<file path="config.mk">
export PLATFORM = sky130hd
export DESIGN_NAME = bcg_lane
export DESIGN_NICKNAME = d
export VERILOG_FILES = /design/src/bcg_pkg.sv /design/src/bcg_lane.sv
export SDC_FILE = /design/constraint.sdc
export NUM_CORES = 2
export LEC_CHECK = 0
export BUFFER_PORTS_ARGS = -buffer_cell sky130_fd_sc_hd__buf_2
export CAP_MARGIN = 0
export CELL_PAD_IN_SITES_DETAIL_PLACEMENT = 0
export CELL_PAD_IN_SITES_GLOBAL_PLACEMENT = 2
export CORE_MARGIN = 1
export CORE_UTILIZATION = 44
export CTS_CLUSTER_SIZE = 40
export DETAILED_ROUTE_END_ITERATION = 12
export PLACE_DENSITY = 0.91
export SLEW_MARGIN = 30
export SYNTH_ARGS = -nofsm -noshare
export SYNTH_HDL_FRONTEND = slang
export SYNTH_SLANG_ARGS = --single-unit
export TNS_END_PERCENT = 20
</file>
<file path="constraint.sdc">
create_clock -name clk -period 10.85 [get_ports clk]
set_input_delay 2.17 -clock clk [delete_from_list [all_inputs] [get_ports clk]]
set_output_delay 2.17 -clock clk [all_outputs]
set_load 0.02 [all_outputs]
</file>
<file path="src/bcg_pkg.sv">
`timescale 1ns / 1ps
`default_nettype none
// ----------------------------------------------------------------------------
// Bilinear colour gradient package
// Shared widths, register indexes, setup sequencer states and helpers.
// ----------------------------------------------------------------------------
package bcg_pkg;

	localparam int FRAC_BITS  = 16;
	localparam int CHAN_W     = 8;
	localparam int FIX_W      = CHAN_W + FRAC_BITS;
	localparam int DIV_W      = FIX_W + 1;
	localparam int SIDE_W     = 12;
	localparam int CFG_SIDE_W = 13;
	localparam int MAX_SIDE   = 4096;
	localparam int RGB_W      = 3 * CHAN_W;
	localparam int ADDR_W     = 5;
	localparam int NUM_STAGES = 9;
	localparam int NUM_CHAN   = 3;
	localparam int NUM_INC    = 2 * NUM_CHAN;
	localparam int JOB_W      = 3;

	localparam logic [JOB_W-1:0]  JOB_RECIP = JOB_W'(NUM_INC);
	localparam logic [CHAN_W-1:0] ALPHA     = 8'hFF;

	localparam logic [RGB_W-1:0]      RST_TOP_LEFT     = 24'hFF0000;
	localparam logic [RGB_W-1:0]      RST_TOP_RIGHT    = 24'h0000FF;
	localparam logic [RGB_W-1:0]      RST_BOTTOM_LEFT  = 24'hFFFF00;
	localparam logic [RGB_W-1:0]      RST_BOTTOM_RIGHT = 24'h00FF00;
	localparam logic [CFG_SIDE_W-1:0] RST_WIDTH        = 13'd320;
	localparam logic [CFG_SIDE_W-1:0] RST_HEIGHT       = 13'd240;

	typedef enum logic [2:0] {
		REG_TOP_LEFT     = 3'd0,
		REG_TOP_RIGHT    = 3'd1,
		REG_BOTTOM_LEFT  = 3'd2,
		REG_BOTTOM_RIGHT = 3'd3,
		REG_WIDTH        = 3'd4,
		REG_HEIGHT       = 3'd5
	} reg_idx_t;

	typedef enum logic [1:0] {
		SEQ_IDLE,
		SEQ_ISSUE,
		SEQ_WAIT
	} seq_state_t;

	// Load enables for the lane stages, one per pipeline register.
	typedef struct packed {
		logic en_s2;
		logic en_s3;
		logic en_s4;
		logic en_s5;
		logic en_s6;
		logic en_s7;
		logic en_s8;
		logic en_s9;
	} lane_ctl_t;

	// Frame side minus one, with the side held to 2..MAX_SIDE.
	function automatic logic [SIDE_W-1:0] side_m1(input logic [CFG_SIDE_W-1:0] v);
		logic [CFG_SIDE_W-1:0] t;
		t = v - CFG_SIDE_W'(1);
		if (v < CFG_SIDE_W'(2)) begin
			side_m1 = SIDE_W'(1);
		end else if (v > CFG_SIDE_W'(MAX_SIDE)) begin
			side_m1 = SIDE_W'(MAX_SIDE - 1);
		end else begin
			side_m1 = t[SIDE_W-1:0];
		end
	endfunction

	// Channel 0 is red, 1 green, 2 blue.
	function automatic logic [CHAN_W-1:0] chan_byte(input logic [RGB_W-1:0] rgb,
		input logic [1:0] idx);
		case (idx)
			2'd0: chan_byte = rgb[23:16];
			2'd1: chan_byte = rgb[15:8];
			default: chan_byte = rgb[7:0];
		endcase
	endfunction

endpackage
`default_nettype wire

</file>
<file path="src/bcg_lane.sv">
`timescale 1ns / 1ps
`default_nettype none
// ----------------------------------------------------------------------------
// Bilinear colour gradient channel lane
// Stages two to nine of one colour channel: row edges, row step, pixel value.
// ----------------------------------------------------------------------------
module bcg_lane
	import bcg_pkg::*;
(
	input  wire logic                     clk,
	input  wire lane_ctl_t                ctl,
	input  wire logic [SIDE_W-1:0]        px_s1,
	input  wire logic [SIDE_W-1:0]        py_s1,
	input  wire logic [CHAN_W-1:0]        top_left,
	input  wire logic [CHAN_W-1:0]        top_right,
	input  wire logic signed [FIX_W:0]    inc_left,
	input  wire logic signed [FIX_W:0]    inc_right,
	input  wire logic [DIV_W-1:0]         recip,
	input  wire logic [SIDE_W-1:0]        width_m1,
	output logic [CHAN_W-1:0]             chan_s9
);

	logic signed [FIX_W+SIDE_W+1:0] prod_l;
	logic signed [FIX_W+SIDE_W+1:0] prod_r;
	logic signed [FIX_W:0]          sum_l;
	logic signed [FIX_W:0]          sum_r;
	logic signed [FIX_W:0]          diff;
	logic signed [FIX_W:0]          diff_neg;
	logic [2*FIX_W:0]               est;
	logic [FIX_W+SIDE_W-1:0]        qd;
	logic [FIX_W-1:0]               rem;
	logic [FIX_W+SIDE_W-1:0]        hp;
	logic [FIX_W:0]                 val;

	logic signed [FIX_W:0] prod_l_s2, prod_r_s2;
	logic [SIDE_W-1:0]     px_s2, px_s3, px_s4, px_s5, px_s6, px_s7;
	logic [FIX_W-1:0]      edge_l_s3, edge_r_s3;
	logic [FIX_W-1:0]      edge_l_s4, edge_l_s5, edge_l_s6, edge_l_s7, edge_l_s8;
	logic [FIX_W-1:0]      mag_s4, mag_s5, mag_s6;
	logic                  neg_s4, neg_s5, neg_s6, neg_s7, neg_s8;
	logic [FIX_W-1:0]      q_s5, q_s6;
	logic [FIX_W-1:0]      qd_s6;
	logic [FIX_W-1:0]      step_s7;
	logic [FIX_W-1:0]      hp_s8;

	// Stage 2: row offset along each vertical edge.
	assign prod_l = $signed({1'b0, py_s1}) * inc_left;
	assign prod_r = $signed({1'b0, py_s1}) * inc_right;

	// Stage 3: edge values at this row; both stay within 0..255 in fixed point.
	assign sum_l = $signed({1'b0, top_left, {FRAC_BITS{1'b0}}}) + prod_l_s2;
	assign sum_r = $signed({1'b0, top_right, {FRAC_BITS{1'b0}}}) + prod_r_s2;

	// Stage 4: span across the row as sign and magnitude.
	assign diff     = $signed({1'b0, edge_r_s3}) - $signed({1'b0, edge_l_s3});
	assign diff_neg = -diff;

	// Stage 5: quotient estimate from the reciprocal, low by at most one.
	assign est = mag_s4 * recip;

	// Stages 6 and 7: check the estimate and correct it.
	assign qd  = q_s5 * width_m1;
	assign rem = mag_s6 - qd_s6;

	// Stage 8: offset of the pixel from the left edge.
	assign hp = px_s7 * step_s7;

	// Stage 9: final value, then the integer part.
	assign val = neg_s8 ? ({1'b0, edge_l_s8} - {1'b0, hp_s8})
	                    : ({1'b0, edge_l_s8} + {1'b0, hp_s8});

	always_ff @(posedge clk) begin
		if (ctl.en_s2) begin
			prod_l_s2 <= prod_l[FIX_W:0];
			prod_r_s2 <= prod_r[FIX_W:0];
			px_s2     <= px_s1;
		end
		if (ctl.en_s3) begin
			edge_l_s3 <= sum_l[FIX_W-1:0];
			edge_r_s3 <= sum_r[FIX_W-1:0];
			px_s3     <= px_s2;
		end
		if (ctl.en_s4) begin
			neg_s4    <= diff[FIX_W];
			mag_s4    <= diff[FIX_W] ? diff_neg[FIX_W-1:0] : diff[FIX_W-1:0];
			edge_l_s4 <= edge_l_s3;
			px_s4     <= px_s3;
		end
		if (ctl.en_s5) begin
			q_s5      <= est[2*FIX_W-1:FIX_W];
			mag_s5    <= mag_s4;
			neg_s5    <= neg_s4;
			edge_l_s5 <= edge_l_s4;
			px_s5     <= px_s4;
		end
		if (ctl.en_s6) begin
			qd_s6     <= qd[FIX_W-1:0];
			q_s6      <= q_s5;
			mag_s6    <= mag_s5;
			neg_s6    <= neg_s5;
			edge_l_s6 <= edge_l_s5;
			px_s6     <= px_s5;
		end
		if (ctl.en_s7) begin
			step_s7   <= (rem >= {{(FIX_W-SIDE_W){1'b0}}, width_m1})
			             ? (q_s6 + FIX_W'(1)) : q_s6;
			neg_s7    <= neg_s6;
			edge_l_s7 <= edge_l_s6;
			px_s7     <= px_s6;
		end
		if (ctl.en_s8) begin
			hp_s8     <= hp[FIX_W-1:0];
			neg_s8    <= neg_s7;
			edge_l_s8 <= edge_l_s7;
		end
		if (ctl.en_s9) begin
			if (val[FIX_W]) begin
				chan_s9 <= neg_s8 ? '0 : ALPHA;
			end else begin
				chan_s9 <= val[FIX_W-1:FRAC_BITS];
			end
		end
	end

endmodule
`default_nettype wire

</file>
; Word level (Yosys, flattened, before mapping)
; Index checks and enable logic that the tools add are counted.
[totals]
ff_bits = 493
out_inout_bits = 8
wordCells = 48
[classes]
addsub = 8
multipliers = 5
n_lt_le_gt_ge = 1
muxes = 5
[ops]
columns = cell, count
row1 = $mul 13x25->24, 2
row2 = $sub 24x24->25, 2
row3 = $add 24x24->24, 2
row4 = $mul 24x25->48, 1
row5 = $mux 24, 2
row6 = $add 24x24->25, 1
row7 = $mux 25, 1
row8 = $add 24x1->24 const B, 1
row9 = $ge 24x12->1, 1
row10 = $mul 12x24->24, 1
row11 = $mul 24x12->24, 1
row12 = $neg 24->24, 1
row13 = $sub 24x24->24, 1
row14 = $mux 8, 2

; Logic depth before layout (Yosys ltp)
[logic_depth]
word_depth = 3
ltp_mapped = 29
mapped_depth_nobuf = 27

; Worst setup path after synthesis
; No wires, ideal clock.
[synth_timing]
path_type = input -> register
start = in recip[10]
end = reg q_s5[23] (data pin)
setup_time_ns = 0.260
arrival_ns = 8.493
setup_slack_ns = 2.097
path_stages = 26
path_buffers = 1
cell_sequence = clkbuf_1 > nand2_1 > fa_1 > fa_1 > inv_1 > fa_1 > inv_1 > fa_1 > inv_1 > fa_1 > fa_1 > inv_1 > fa_1 > inv_1 > ha_1 > and4_1 > and3_1 > nand2_1 > a21boi_0 > nor4_1 > o31ai_1 > a311oi_1 > o21ai_1 > nor4_1 > nor3_1 > xnor2_1
[synth_via]
elab_chain_len = 1
[synth_lines]
columns = element, line
row1 = start: declaration, bcg_lane.sv:18  ; input wire logic [DIV_W-1:0] recip,
row2 = $mul 24x25->48, bcg_lane.sv:59  ; assign est = mag_s4 * recip;
row3 = net est[47], bcg_lane.sv:29  ; logic [2*FIX_W:0] est;
row4 = end signal: assignment, bcg_lane.sv:90  ; q_s5 <= est[2*FIX_W-1:FIX_W];
row5 = end: declaration, bcg_lane.sv:41  ; logic [FIX_W-1:0] q_s5, q_s6;
; The timed path passes the listed nets, and every way through them passes these cells.
; A chain may end at the register's enable or synchronous reset.

; Worst setup path after layout
[layout_timing]
start = in recip[17]
end = reg q_s5[23] (data pin)
; Same word-level chain as after synthesis.

==> flow_summary.yaml <==
floorplanning:
  die_area_um2: 147100
  die_w_um: 383.6
  initial_core_util: 0.4449
  core_um2: 144000
  dieHeight_um: 383.6
  num_rows: 139
  ios: 144
critical_path:
  cp_slowest_cell: "o31ai_1"
  path_buf_inv: 8
  cp_top_family: "adder cells"
  start_kind: "input port"
  cp.arrival_ns: 9.91
  worst-path-max-fanout: 24
  r2r-end: "q_s5[23]$_DFFE_PP_"
  r2r_cells: 26
  crit_top_cell: "fa_1"
  critPathCaptureType: "flop"
  r2r-start: "mag_s4[3]$_DFFE_PP_"
  cpPeakStageDelay_ns: 0.63
  r2r_setup_slack_ns: 2.27
  cp.required_ns: 11.22
  path_class: "input port to flop"
cts:
  cts_sinks: 493
  cts_htree_levels: 2
  postCtsHoldBufs: 0
  clk_latency_ns: 0.65
  cts.path.max_buffers: 3
  cts_tree: "yes"
  post_cts_resized: 0
  cts.clk_slew.worst_paths_ns: 0.06
  cts-root-buf: "clkbuf_16"
  cts_buffers: 52
  post_cts_buffers: 0
detailed_routing:
  via_per_inst: 5.074
  ant_nets: 0
  drt_pass1_iterations: 10
  dr.first_iter.drc_count: 2385
  wl_per_cell_um: 18.10
  drc: 4
  via_count: 41716
  wirelength_um: 148800
sta:
  hold_viol: 0
  slew_headroom: 0.2714
  timing.fmax_mhz: 104.8
  setup_violations: 0
  drv_slew: 0
  skew_ns: 0.07507
  tns_ns: 0
  rsz0062_at_grt: "no"
  fin_crit_sh: 0.8797
  fin_crit_ns: 9.545
  worst_pin_slew_ns: 1.093
synth:
  avgSynthCellArea_um2: 10.18
  yosys.area.top_type: "fa_1"
  synth_compound_area_frac: 0.04215
  synth_most_common_cell: "inv_1"
  synthFlopType: "edfxtp_1"
  synth.top_cell.area_share: 0.3562
  yosysSeqAreaShare: 0.2311
  synth_fa_ha_area_frac: 0.4459
  synth_xor_area_frac: 0.04045
  synthesis.nets: 8027
  synth.cell_area_um2: 64070
  synthSimpleGateAreaFrac: 0.1465
  synth_edf_count: 493
  async_reset_ff_frac: 0
  synth_top_family_by_area: "adder cells"
  synthTopCellsByCount: "inv_1 (1,295), fa_1 (1,140), nand2_1 (908), and2_1 (675), edfxtp_1 (493)"
  synthMuxAreaShare: 0.002226
  synth_seq_cells: 493
  synth_area_leaders: "fa_1 (36%), edfxtp_1 (23%), ha_1 (9.0%), inv_1 (7.6%), and2_1 (6.6%)"
  syn_inst: 6292
  yosys_warnings: 0
  ys_types: 74
placed_design:
  placed_cell_area_um2: 66540
  place_congestion: 0.8685
  hpwl_um: 114000
  portBuffers: 141
cells_and_area:
  final_area_um2: 68400
  syn_to_final_growth_pct: 6.763
  drive_above_1_share: 0.04798
  fin_nets: 8006
global_route:
  antenna_found_initial: 10
  grt_max_degree: 70
  first_global_vias: 44998
  grt_use_total: 0.2097
  overflow: 0
  grt_first_pass_wirelength_um: 243600
status:
  violations: "design-rule violations"
  outcome: "complete, but fails checks"
worst_hold_path:
  min-delay-start: "edge_l_s4[5]$_DFFE_PP_"
  hold_class: "flop to flop"
  min_to: "edge_l_s5[5]$_DFFE_PP_"
  whs_path_depth: 0
run:
  max_cap_violations: 0
[logic make-up after synthesis]
kind of cell	after synthesis
and+or+nand+nor	1917
adders and majority gates	1599
buffers and inverters	1565
DFF	493
AOI/OAI and AO/OA	409
xor gates and xnor gates	295
muxes	14
[final cells by class]
type                       count  area [µm²]
clock buffer                  55        1313
antenna                        3       7.507
timing repair buffer         195        1137
inverter                    1295        4861
multi-input combinational   4234       43380
tap                         1903        2381
clock inverter                43       511.7
sequential                   493       14800
fill                       13380       75610
[registers in the layout (all words and copies together), names as in the netlist, 8 cells and up]
name	count
px_s2	12
step_s7	24
hp_s8	24
chan_s9	8
edge_l_s6	24
edge_l_s8	24
edge_l_s4	24
edge_l_s3	24
px_s3	12
prod_l_s2	24
edge_l_s7	24
q_s5	24
px_s4	12
px_s7	12
px_s6	12
qd_s6	24
q_s6	24
prod_r_s2	24
edge_l_s5	24
px_s5	12
edge_r_s3	24
mag_s5	24
mag_s6	24
mag_s4	24
[routing by layer]
layer	up-vias	global-route usage	wire, µm
li1	19134	-	-
met1	21391	0.2888	66100
met2	983	0.3501	71000
met3	202	0.03061	8444
met4	6	0.04744	3231
met5	-	0	36
[metrics by stage]
stage	cells	hold slack [ns]	util	setup WS [ns]
floorplan	6292	0.4003	-	2.097
global placement	8117	0.4002	0.4620	0.7233
detailed placement	8118	0.4045	0.4621	0.7390
CTS	8216	0.3872	0.4747	1.338
global route	8220	0.3990	0.4750	0.8186
finish	8221	0.3927	0.4750	1.305
[layout by cell type (no fill, tap or decap), types with 12 or more instances in the layout]
master	n
o21bai_1	19
nand2_1	908
a31oi_1	19
ha_1	459
nor2b_1	20
and3_1	21
o21a_1	26
buf_2	138
xor2_1	65
nor3_1	55
clkbuf_16	52
nor2_1	109
buf_4	54
mux2i_1	12
edfxtp_1	493
and2_1	675
fa_1	1140
o21ai_0	69
nand4_1	16
a21o_1	47
a211oi_1	13
or3_1	12
nand3_1	43
nand2b_1	17
xnor2_1	229
a21oi_1	117
clkinv_1	12
inv_1	1295
[worst max-delay path by stage]
stage	start	to	slack, ns	cells after the start
2_1_floorplan	recip[10]	q_s5[23]$_DFFE_PP_	2.10	26
3_3_place_gp	recip[17]	q_s5[23]$_DFFE_PP_	0.72	28
3_5_place_dp	recip[17]	q_s5[23]$_DFFE_PP_	0.74	28
4_1_cts	recip[17]	q_s5[23]$_DFFE_PP_	1.34	28
5_1_grt	recip[17]	q_s5[23]$_DFFE_PP_	0.82	28
6_report	recip[17]	q_s5[23]$_DFFE_PP_	1.31	28
Power is not shown: default switching activity piles up to over one toggle a cycle in this logic, so the estimate is an artifact.
