<file path="config.mk">
export PLATFORM = sky130hd
export DESIGN_NAME = bcg_div
export DESIGN_NICKNAME = d
export VERILOG_FILES = /design/src/bcg_pkg.sv /design/src/bcg_div.sv
export SDC_FILE = /design/constraint.sdc
export NUM_CORES = 1
export LEC_CHECK = 0
export ABC_AREA = 1
export ABC_CLOCK_PERIOD_IN_PS = 2800
export BUFFER_PORTS_ARGS = -buffer_cell sky130_fd_sc_hd__buf_2
export CORE_ASPECT_RATIO = 0.5
export CORE_MARGIN = 1
export CORE_UTILIZATION = 58
export DETAILED_ROUTE_END_ITERATION = 10
export GPL_TIMING_DRIVEN = 0
export PLACE_DENSITY = 0.87
export SYNTH_ARGS = -nofsm -noshare
export SYNTH_HDL_FRONTEND = slang
export SYNTH_SLANG_ARGS = --single-unit
</file>
<file path="constraint.sdc">
create_clock -name clk -period 2.8 [get_ports clk]
set_clock_uncertainty 0.15 [all_clocks]
set_input_delay 0.56 -clock clk [delete_from_list [all_inputs] [get_ports clk]]
set_output_delay 0.56 -clock clk [all_outputs]
set_load 0.02 [all_outputs]
</file>
<file path="src/bcg_pkg.sv">
`timescale 1ns / 1ps
`default_nettype none
// ----------------------------------------------------------------------------
// Bilinear colour gradient package
// Shared widths, register indexes, setup sequencer states and helpers.
// ----------------------------------------------------------------------------
package bcg_pkg;

	localparam int FRAC_BITS  = 16;
	localparam int CHAN_W     = 8;
	localparam int FIX_W      = CHAN_W + FRAC_BITS;
	localparam int DIV_W      = FIX_W + 1;
	localparam int SIDE_W     = 12;
	localparam int CFG_SIDE_W = 13;
	localparam int MAX_SIDE   = 4096;
	localparam int RGB_W      = 3 * CHAN_W;
	localparam int ADDR_W     = 5;
	localparam int NUM_STAGES = 9;
	localparam int NUM_CHAN   = 3;
	localparam int NUM_INC    = 2 * NUM_CHAN;
	localparam int JOB_W      = 3;

	localparam logic [JOB_W-1:0]  JOB_RECIP = JOB_W'(NUM_INC);
	localparam logic [CHAN_W-1:0] ALPHA     = 8'hFF;

	localparam logic [RGB_W-1:0]      RST_TOP_LEFT     = 24'hFF0000;
	localparam logic [RGB_W-1:0]      RST_TOP_RIGHT    = 24'h0000FF;
	localparam logic [RGB_W-1:0]      RST_BOTTOM_LEFT  = 24'hFFFF00;
	localparam logic [RGB_W-1:0]      RST_BOTTOM_RIGHT = 24'h00FF00;
	localparam logic [CFG_SIDE_W-1:0] RST_WIDTH        = 13'd320;
	localparam logic [CFG_SIDE_W-1:0] RST_HEIGHT       = 13'd240;

	typedef enum logic [2:0] {
		REG_TOP_LEFT     = 3'd0,
		REG_TOP_RIGHT    = 3'd1,
		REG_BOTTOM_LEFT  = 3'd2,
		REG_BOTTOM_RIGHT = 3'd3,
		REG_WIDTH        = 3'd4,
		REG_HEIGHT       = 3'd5
	} reg_idx_t;

	typedef enum logic [1:0] {
		SEQ_IDLE,
		SEQ_ISSUE,
		SEQ_WAIT
	} seq_state_t;

	// Load enables for the lane stages, one per pipeline register.
	typedef struct packed {
		logic en_s2;
		logic en_s3;
		logic en_s4;
		logic en_s5;
		logic en_s6;
		logic en_s7;
		logic en_s8;
		logic en_s9;
	} lane_ctl_t;

	// Frame side minus one, with the side held to 2..MAX_SIDE.
	function automatic logic [SIDE_W-1:0] side_m1(input logic [CFG_SIDE_W-1:0] v);
		logic [CFG_SIDE_W-1:0] t;
		t = v - CFG_SIDE_W'(1);
		if (v < CFG_SIDE_W'(2)) begin
			side_m1 = SIDE_W'(1);
		end else if (v > CFG_SIDE_W'(MAX_SIDE)) begin
			side_m1 = SIDE_W'(MAX_SIDE - 1);
		end else begin
			side_m1 = t[SIDE_W-1:0];
		end
	endfunction

	// Channel 0 is red, 1 green, 2 blue.
	function automatic logic [CHAN_W-1:0] chan_byte(input logic [RGB_W-1:0] rgb,
		input logic [1:0] idx);
		case (idx)
			2'd0: chan_byte = rgb[23:16];
			2'd1: chan_byte = rgb[15:8];
			default: chan_byte = rgb[7:0];
		endcase
	endfunction

endpackage
`default_nettype wire

</file>
<file path="src/bcg_div.sv">
`timescale 1ns / 1ps
`default_nettype none
// ----------------------------------------------------------------------------
// Bilinear colour gradient serial divider
// Restoring unsigned divider, one quotient bit per cycle.
// ----------------------------------------------------------------------------
module bcg_div
	import bcg_pkg::*;
(
	input  wire logic              clk,
	input  wire logic              arst_n,
	input  wire logic              start,
	input  wire logic [DIV_W-1:0]  num,
	input  wire logic [SIDE_W-1:0] den,
	output logic                   done,
	output logic [DIV_W-1:0]       quot
);

	localparam int CNT_W = $clog2(DIV_W);
	localparam logic [CNT_W-1:0] CNT_LAST = CNT_W'(DIV_W - 1);

	logic             busy_q;
	logic             done_q;
	logic [CNT_W-1:0] cnt_q;
	logic [SIDE_W-1:0] rem_q;
	logic [DIV_W-1:0]  quo_q;
	logic [SIDE_W:0]   trial;
	logic [SIDE_W:0]   trial_sub;
	logic              fits;

	// The remainder stays below the divisor, so it never needs more bits.
	assign trial     = {rem_q, quo_q[DIV_W-1]};
	assign trial_sub = trial - {1'b0, den};
	assign fits      = trial >= {1'b0, den};

	always_ff @(posedge clk or negedge arst_n) begin
		if (!arst_n) begin
			busy_q <= 1'b0;
			done_q <= 1'b0;
			cnt_q  <= '0;
		end else begin
			done_q <= 1'b0;
			if (start) begin
				busy_q <= 1'b1;
				cnt_q  <= '0;
			end else if (busy_q) begin
				cnt_q <= cnt_q + 1'b1;
				if (cnt_q == CNT_LAST) begin
					busy_q <= 1'b0;
					done_q <= 1'b1;
				end
			end
		end
	end

	always_ff @(posedge clk) begin
		if (start) begin
			rem_q <= '0;
			quo_q <= num;
		end else if (busy_q) begin
			rem_q <= fits ? trial_sub[SIDE_W-1:0] : trial[SIDE_W-1:0];
			quo_q <= {quo_q[DIV_W-2:0], fits};
		end
	end

	assign done = done_q;
	assign quot = quo_q;

endmodule
`default_nettype wire

</file>
* Yosys cells after proc, flatten, opt, wreduce, memory -nomap -nowiden *
Index checks and enable logic that the tools add are counted.

cells by class
  add/sub/neg operators = 2
  $lt $le $gt $ge = 1
  equal/unequal tests = 1
  mux-type cells = 11
  reductions and logical operators = 1

operator list
  operator             number
  $mux 25              2
  $ge 13x12->1         1
  $mux 12              1
  $sub 12x12->12       1
  $mux 5               2
  $mux 1               6
  $add 5x1->5 const B  1
  $eq 5x5->1 const B   1
  $reduce_bool 2->1    1

word-level totals
  bits in registers = 44
  output and inout port bits = 26
  word-level logic and storage cells = 21

* Depth between registers and ports, before layout *
Gate-level depths: netlist of run 1.

  word-level depth = 4
  mapped depth = 12
  gate-level depth less buffers = 12

* Least setup slack after synthesis of run 1 *
OpenSTA, ideal clock, no wires.

  path type = input to register
  from = input port den[7]
  to = register quo_q[0], in the netlist quot[0] (data pin)
  data arrival time = 1710 ps
  data required time = 2397 ps
  slack = 687 ps
  stages = 11
  cell sequence = inv_1 -> ha_1 -> nand2_2 -> inv_1 -> nand2_1 -> nand2_1 -> a21oi_4 -> nand3_2 -> buf_6 -> nand2_1 -> nand2_1

between the ends
  longest elaborated chain between the ends = 3

ends and longest elaborated chain
  item                    RTL line       RTL
  start: declaration      bcg_div.sv:14  input wire logic [SIDE_W-1:0] den,
  $ge 13x12->1            bcg_div.sv:34  assign fits = trial >= {1'b0, den};
  $mux 25                 bcg_div.sv:60  end else if (busy_q) begin
  $mux 25                 bcg_div.sv:57  if (start) begin
  end signal: assignment  bcg_div.sv:59  quo_q <= num;
  end signal: assignment  bcg_div.sv:62  quo_q <= {quo_q[DIV_W-2:0], fits};
  end: declaration        bcg_div.sv:26  logic [DIV_W-1:0] quo_q;

No other way between the ends. The select of a mux whose other input is x is not followed.
A chain may end at the register's enable or synchronous reset.

* Final worst setup path of run 1 *
  from = input port den[7]
  to = register rem_q[2]

between the ends
  longest elaborated chain between the ends = 2

ends and longest elaborated chain
  item                    RTL line       RTL
  $ge 13x12->1            bcg_div.sv:34
  $mux 12                 bcg_div.sv:61  rem_q <= fits ? trial_sub[SIDE_W-1:0] : trial[SIDE_W-1:0];
  end signal: assignment  bcg_div.sv:61
  end: declaration        bcg_div.sv:25  logic [SIDE_W-1:0] rem_q;

No other way between the ends.

==> metrics.cfg, run 1 <==
[floorplanning]
design.core.area_um2 = 4488
die_w_um = 99.69
die-area_um2 = 5069
die_y_um = 50.85
row_count = 17
initial_core_util_pct = 61.67
num_io_pins = 66

[global_route]
grt_pass1_vias = 2321
gr-total-overflow = 0
grt_max_degree = 27
antenna_found_initial = 0
grt_pass1_wl_mm = 10.15
grt_usage_pct = 26.18

[placement]
gp_congestion = 0.9063
portBuffers = 65
dp_hpwl_mm = 4.583
dp_cells = 511

[detailed_routing]
first_iter_violations = 148
first_pass_iters = 5
drc = 0
vias = 2630
wl_mm = 6.291
post_drt_wl_per_cell_um = 12.10
avgViaCountPerCell = 5.058
ant_nets = 0

[synthesis]
yosysMostFrequentCell = nand2_1
yosys.area.top_type_share_pct = 27.12
async_flop_share_pct = 15.91
synth_warnings = 0
synthTopCellsByArea = edfxtp_1 27%, nand2_1 22%, dfxtp_1 8.7%, inv_1 7.7%, dfrtp_1 6.3%
ys_types = 28
synth_ff_type = edfxtp_1
yosysSeqAreaShare_pct = 42.13
netlist_area_um2 = 2768
synth_edf_count = 25
synth_fp_nets = 435
synth-seq-cells = 44
yosys-top-cells-count = 163 x nand2_1, 57 x inv_1, 26 x nand3_1
synth_top_area_cell = edfxtp_1
syn_area_per_cell_um2 = 7.283
synthCells = 380

[cts]
cts_buffer_depth = 2
cts_buffers = 5
cts.sinks = 44
postCtsSetupRepairBufs = 0
path_clk_slew_ps = 90
clk_latency_ps = 300
cts_tree = done
htreeDepth = 2
cts_root_buf = clkbuf_8

[worst_setup_path]
critPathMaxFanout = 10
end_kind = register
required_ps = 2850
worstSetupPathType = input pin to register
start_kind = input pin
worstPathArrival_ps = 2180
regToRegSetupSlack_ps = 680

[pwr]
leakagePower_nw = 1.823
total_power_mw = 2.664
power_density_nw_per_um2 = 808.0
ir_drop_v = 0.0004109

[cells_and_area]
fin_util_pct = 73.46
nNetsFinal = 508
finalNonFillerCells = 520
n_fill_cell = 352
area_growth_pct = 19.12
drive_above_1_share_pct = 19.82
antenna_cells = 0

[timing]
slew_headroom_pct = 35.57
period_minus_slack_ps = 2136
timing_hold_violations_final = 0
slew_violations = 0
period_share_pct = 76.27
tns_ps = 0
rsz0062_at_grt = false
setup_viol = 0
worstMarginPinSlew_ps = 965.4
fmax_mhz = 468.3

[min_path]
min_path_type = register to register

[status]
status = finished clean

[flow_run]
drv_cap = 0

==> power breakdown <==
| group | switching (mW) | total, mW | internal, mW |
|---|---|---|---|
| clock network | 0.233 | 0.498 | 0.265 |
| logic | 0.795 | 1.27 | 0.472 |
| registers | 0.0888 | 0.899 | 0.811 |
==> sequential cells by signal, summed over array words and instances (netlist names) <==
name / count
busy_q: 1
cnt_q: 5
done: 1
quot: 25
rem_q: 12
==> kinds of logic (layout without fill, tap and decap cells) <==
family | count (synthesis) | after routing | synth area share (%)
adders and majority gates | 15 | 15 | 7.053
DFF | 44 | 44 | 42.13
AOI/OAI and AO/OA | 12 | 12 | 2.803
and+or+nand+nor | 234 | 234 | 36.48
buffers and inverters | 70 | 144 | 9.946
xor gates and xnor gates | 5 | 5 | 1.582
==> metrics by stage <==
stage / worst slack [ps] / hold slack [ps] / area, um2
global placement: 353.9 / 250.2 / 3176
CTS: 685.8 / 329.0 / 3297
global route: 446.5 / 344.4 / 3297
floorplan: 687.4 / 114.4 / 2768
detailed placement: 361.4 / 250.7 / 3176
finish: 664.4 / 327.1 / 3297
==> timing repair <==
item | 4_1_cts | 5_1_grt
hold buffers | 1 | 0
endpoints found under the hold margin | 7 | 0
resized for setup | 0 | 0
==> cell usage in the layout, fill, tap and decap left out, types with 5 or more instances in the layout <==
master      n
nand2_1   163
dfrtp_1     7
ha_1       14
nand3_1    26
a21oi_1     6
clkbuf_8    5
edfxtp_1   25
inv_1      57
nor2_1     14
dfxtp_1    12
clkbuf_1    7
nand4_1    16
buf_2      69
==> final timing paths <==
| check | startpoint | end | depth (start not counted) |
|---|---|---|---|
| setup / recovery | den[7] | rem_q[2] | 12 |
| hold / removal | rem_q[1] | rem_q[1] | 2 |
| min in group asynchronous | arst_n | cnt_q[3] | 2 |
| setup reg to reg | quot[24] | rem_q[6] | 12 |
| hold reg to reg | rem_q[1] | rem_q[1] | 2 |
| max in group asynchronous | arst_n | cnt_q[4] | 2 |
==> per-layer routing <==
layer  share of wire, %  global-route usage [%]
met5                  0                       0
met2                 46                   43.79
met1                 44                   34.40
met3                8.8                   6.156
met4                1.0                   7.598
==> area by class of cell <==
type,count,area [um2],area share [%]
inverter,58,217.7,6.603
clock inverter,3,42.54,1.290
tap,66,82.58,2.505
clock buffer,5,68.82,2.087
buffer,12,57.56,1.746
timing repair buffer,66,335.3,10.17
sequential,44,1166,35.37
multi-input combinational,266,1326,40.23
==> worst max-delay path: stages <==
cell and delay (ps):
buf_2 70, inv_1 30, ha_1 360, nand2_2 150, inv_1 60, nand2_1 70
nand2_1 90, a21oi_4 190, buf_2 280, nand4_1 130, nand3_1 130, nand2_1 60
No activity file was read; power rests on OpenSTA's default activity.
==> run 2: changes to the inputs <==
Settings changed: ABC_CLOCK_PERIOD_IN_PS 2800 to 1870, CORE_UTILIZATION 58 to 49, PLACE_DENSITY 0.87 to 0.79.
Clock period 2.8 ns to 1.87 ns, I/O delays scaled along.
==> metrics.cfg, run 2 (synthesized netlist as in run 1, its figures left out) <==
[timing]
fmax_mhz = 520.8
timing_hold_violations_final = 0  ; unchanged
setup_viol = 2  ; +2
period_share_pct = 102.7
period_minus_slack_ps = 1920
setup_ws_ps = -50.09  ; -714.5 ps
rsz0062_at_grt = true
worstMarginPinSlew_ps = 461.2  ; -504.3 ps
slew_violations = 0  ; unchanged
slew_headroom_pct = 69.26  ; +34 points

[cells_and_area]
finalNonFillerCells = 536  ; +3.1%
drive_above_1_share_pct = 31.12  ; +11 points
fin_area_um2 = 3721  ; +13%
final_cell_mix = 156 x nand2_1, 67 x buf_2, 53 x inv_1
area_growth_pct = 34.45
largest_register_ffs = 25  ; unchanged
layout_commonest_cell = nand2_1
antenna_cells = 0  ; unchanged
nNetsFinal = 520  ; +2.4%

[pwr]
leakagePower_nw = 1.938  ; +6.3%
ir_drop_v = 0.0007300  ; +78%
power_density_nw_per_um2 = 1274  ; +58%

[worst_setup_path]
worstSetupPathType = register to register
end_kind = register
worstPathArrival_ps = 1990  ; -190 ps
critPathMaxFanout = 3  ; -7
crit_start = quot[24]
slowest_delay_ps = 410  ; +50 ps
crit_buf_inv = 2  ; -2
worstReg2RegStart = quot[24]
cpMaxStageDelayCell = fa_2
crit_family = adder cells
required_ps = 1940  ; -910 ps
start_kind = register
path_cells = inv_2 -> ha_4 -> fa_2 -> inv_2 -> nand3_2 -> nand3_4 -> nand2_2 -> nand2_1 -> nor2_1 -> o21ai_1 -> nand3_1 -> nand2_1

[detailed_routing]
ant_nets = 0  ; unchanged
vias = 2644  ; +0.53%
first_pass_iters = 5  ; unchanged
met3WireLength_um = 378  ; -32%
highest_layer = met4
drc = 0  ; unchanged
post_drt_wl_per_cell_um = 12.41  ; +2.6%
wl_met1_mm = 3.167  ; +15%
wl_met2_mm = 3.074  ; +5.7%
first_iter_violations = 116  ; -22%
wl_mm = 6.651  ; +5.7%
avgViaCountPerCell = 4.933  ; -2.5%

[cts]
cts_root_buf = clkbuf_16
cts_buffer_depth = 2  ; unchanged
htreeDepth = 2  ; unchanged
clk_latency_ps = 280  ; -20 ps
cts.sinks = 44  ; unchanged
path_clk_slew_ps = 60  ; -30 ps
cts_buffers = 5  ; unchanged
cts_tree = done

[floorplanning]
die_y_um = 55.15  ; +8.5%
die-area_um2 = 5971  ; +18%
design.core.area_um2 = 5180  ; +15%
die_w_um = 108.3  ; +8.6%
row_count = 18  ; +1
num_io_pins = 66  ; unchanged
initial_core_util_pct = 53.43  ; -8.2 points

[min_path]
min_path_type = input pin to register
hp-start = num[17]

[placement]
portBuffers = 65  ; unchanged
postPlaceCellArea_um2 = 3266  ; +2.8%
gp_congestion = 0.8634  ; -4.7%
dp_hpwl_mm = 4.786  ; +4.4%
dp_cells = 515  ; +0.78%

[global_route]
grt_max_degree = 14  ; -48%
grt_usage_pct = 22.97  ; -3.2 points
antenna_found_initial = 0  ; unchanged
grt_pass1_wl_mm = 10.14  ; about the same
grt_pass1_vias = 2213  ; -4.7%
gr-total-overflow = 0  ; unchanged

[status]
status = finished, violations left
violations = negative setup slack

[flow_run]
drv_cap = 0  ; unchanged

run 2: cell type report:
class,count,area (um2)
Multi-Input combinational cell,266,1572
Fill cell,427,1459
Sequential cell,44,1187
Timing Repair Buffer,77,429.2
Inverter,58,221.5
Clock buffer,7,142.6
Tap cell,70,87.58
Buffer,12,70.07
Timing Repair inverter,1,7.507
Clock inverter,1,3.754
run 2: power by group:
| part | total, mW | switching, mW | internal (mW) | leakage (nW) |
|---|---|---|---|---|
| Combinational | 2.43 | 1.33 | 1.10 | 1.40 |
| Clock | 0.852 | 0.326 | 0.527 | 0.0716 |
| Sequential | 1.46 | 0.206 | 1.25 | 0.469 |
| Total | 4.74 | 1.86 | 2.88 | 1.94 |
run 2: worst paths after layout:
kind                            end  slack, ps  depth (start not counted)
min in group asynchronous  cnt_q[3]        310                          2
setup reg to reg           rem_q[6]        -50                         12
max in group asynchronous  cnt_q[4]       1100                          2
hold / removal             quot[17]        210                          3
hold reg to reg            rem_q[0]        330                          2
setup / recovery           rem_q[6]        -50                         12
run 2: per-layer routing:
layer	global-route usage, %	up-vias
met2	36.84	74
li1	-	1363
met4	6.081	0
met5	0	-
met3	5.504	4
met1	31.66	1203
run 2: repair_timing:
| action | CTS | global route |
|---|---|---|
| buffers inserted | 2 | 8 |
| endpoints found under the hold margin | 7 | 0 |
| resized for setup | 15 | 45 |
| setup endpoints to repair | 39 | 13 |
| pin swaps | 3 | 14 |
| hold buffers | 1 | 0 |
| cloned | 1 | 1 |
run 2: tightest hold or removal path, stage by stage:
cell and delay (ps):
buf_2 70, nand2_1 40, nand2_1 50
run 2: per-stage QoR:
step / setup TNS, ps / setup slack [ps] / total power, mW / util (%) / hold WS, ps
5_1_grt: -483.9 / -144.8 / 5.101 / 71.84 / 218.3
6_report: -58.65 / -50.09 / 4.741 / 71.84 / 209.8
4_1_cts: 0 / 3.903 / 4.319 / 67.58 / 205.9
3_5_place_dp: -14100 / -439.0 / 3.343 / 63.04 / 70.90
2_1_floorplan: -27.78 / -27.78 / 2.883 / - / -71.59
3_3_place_gp: -12900 / -386.9 / 3.304 / 63.04 / 68.43
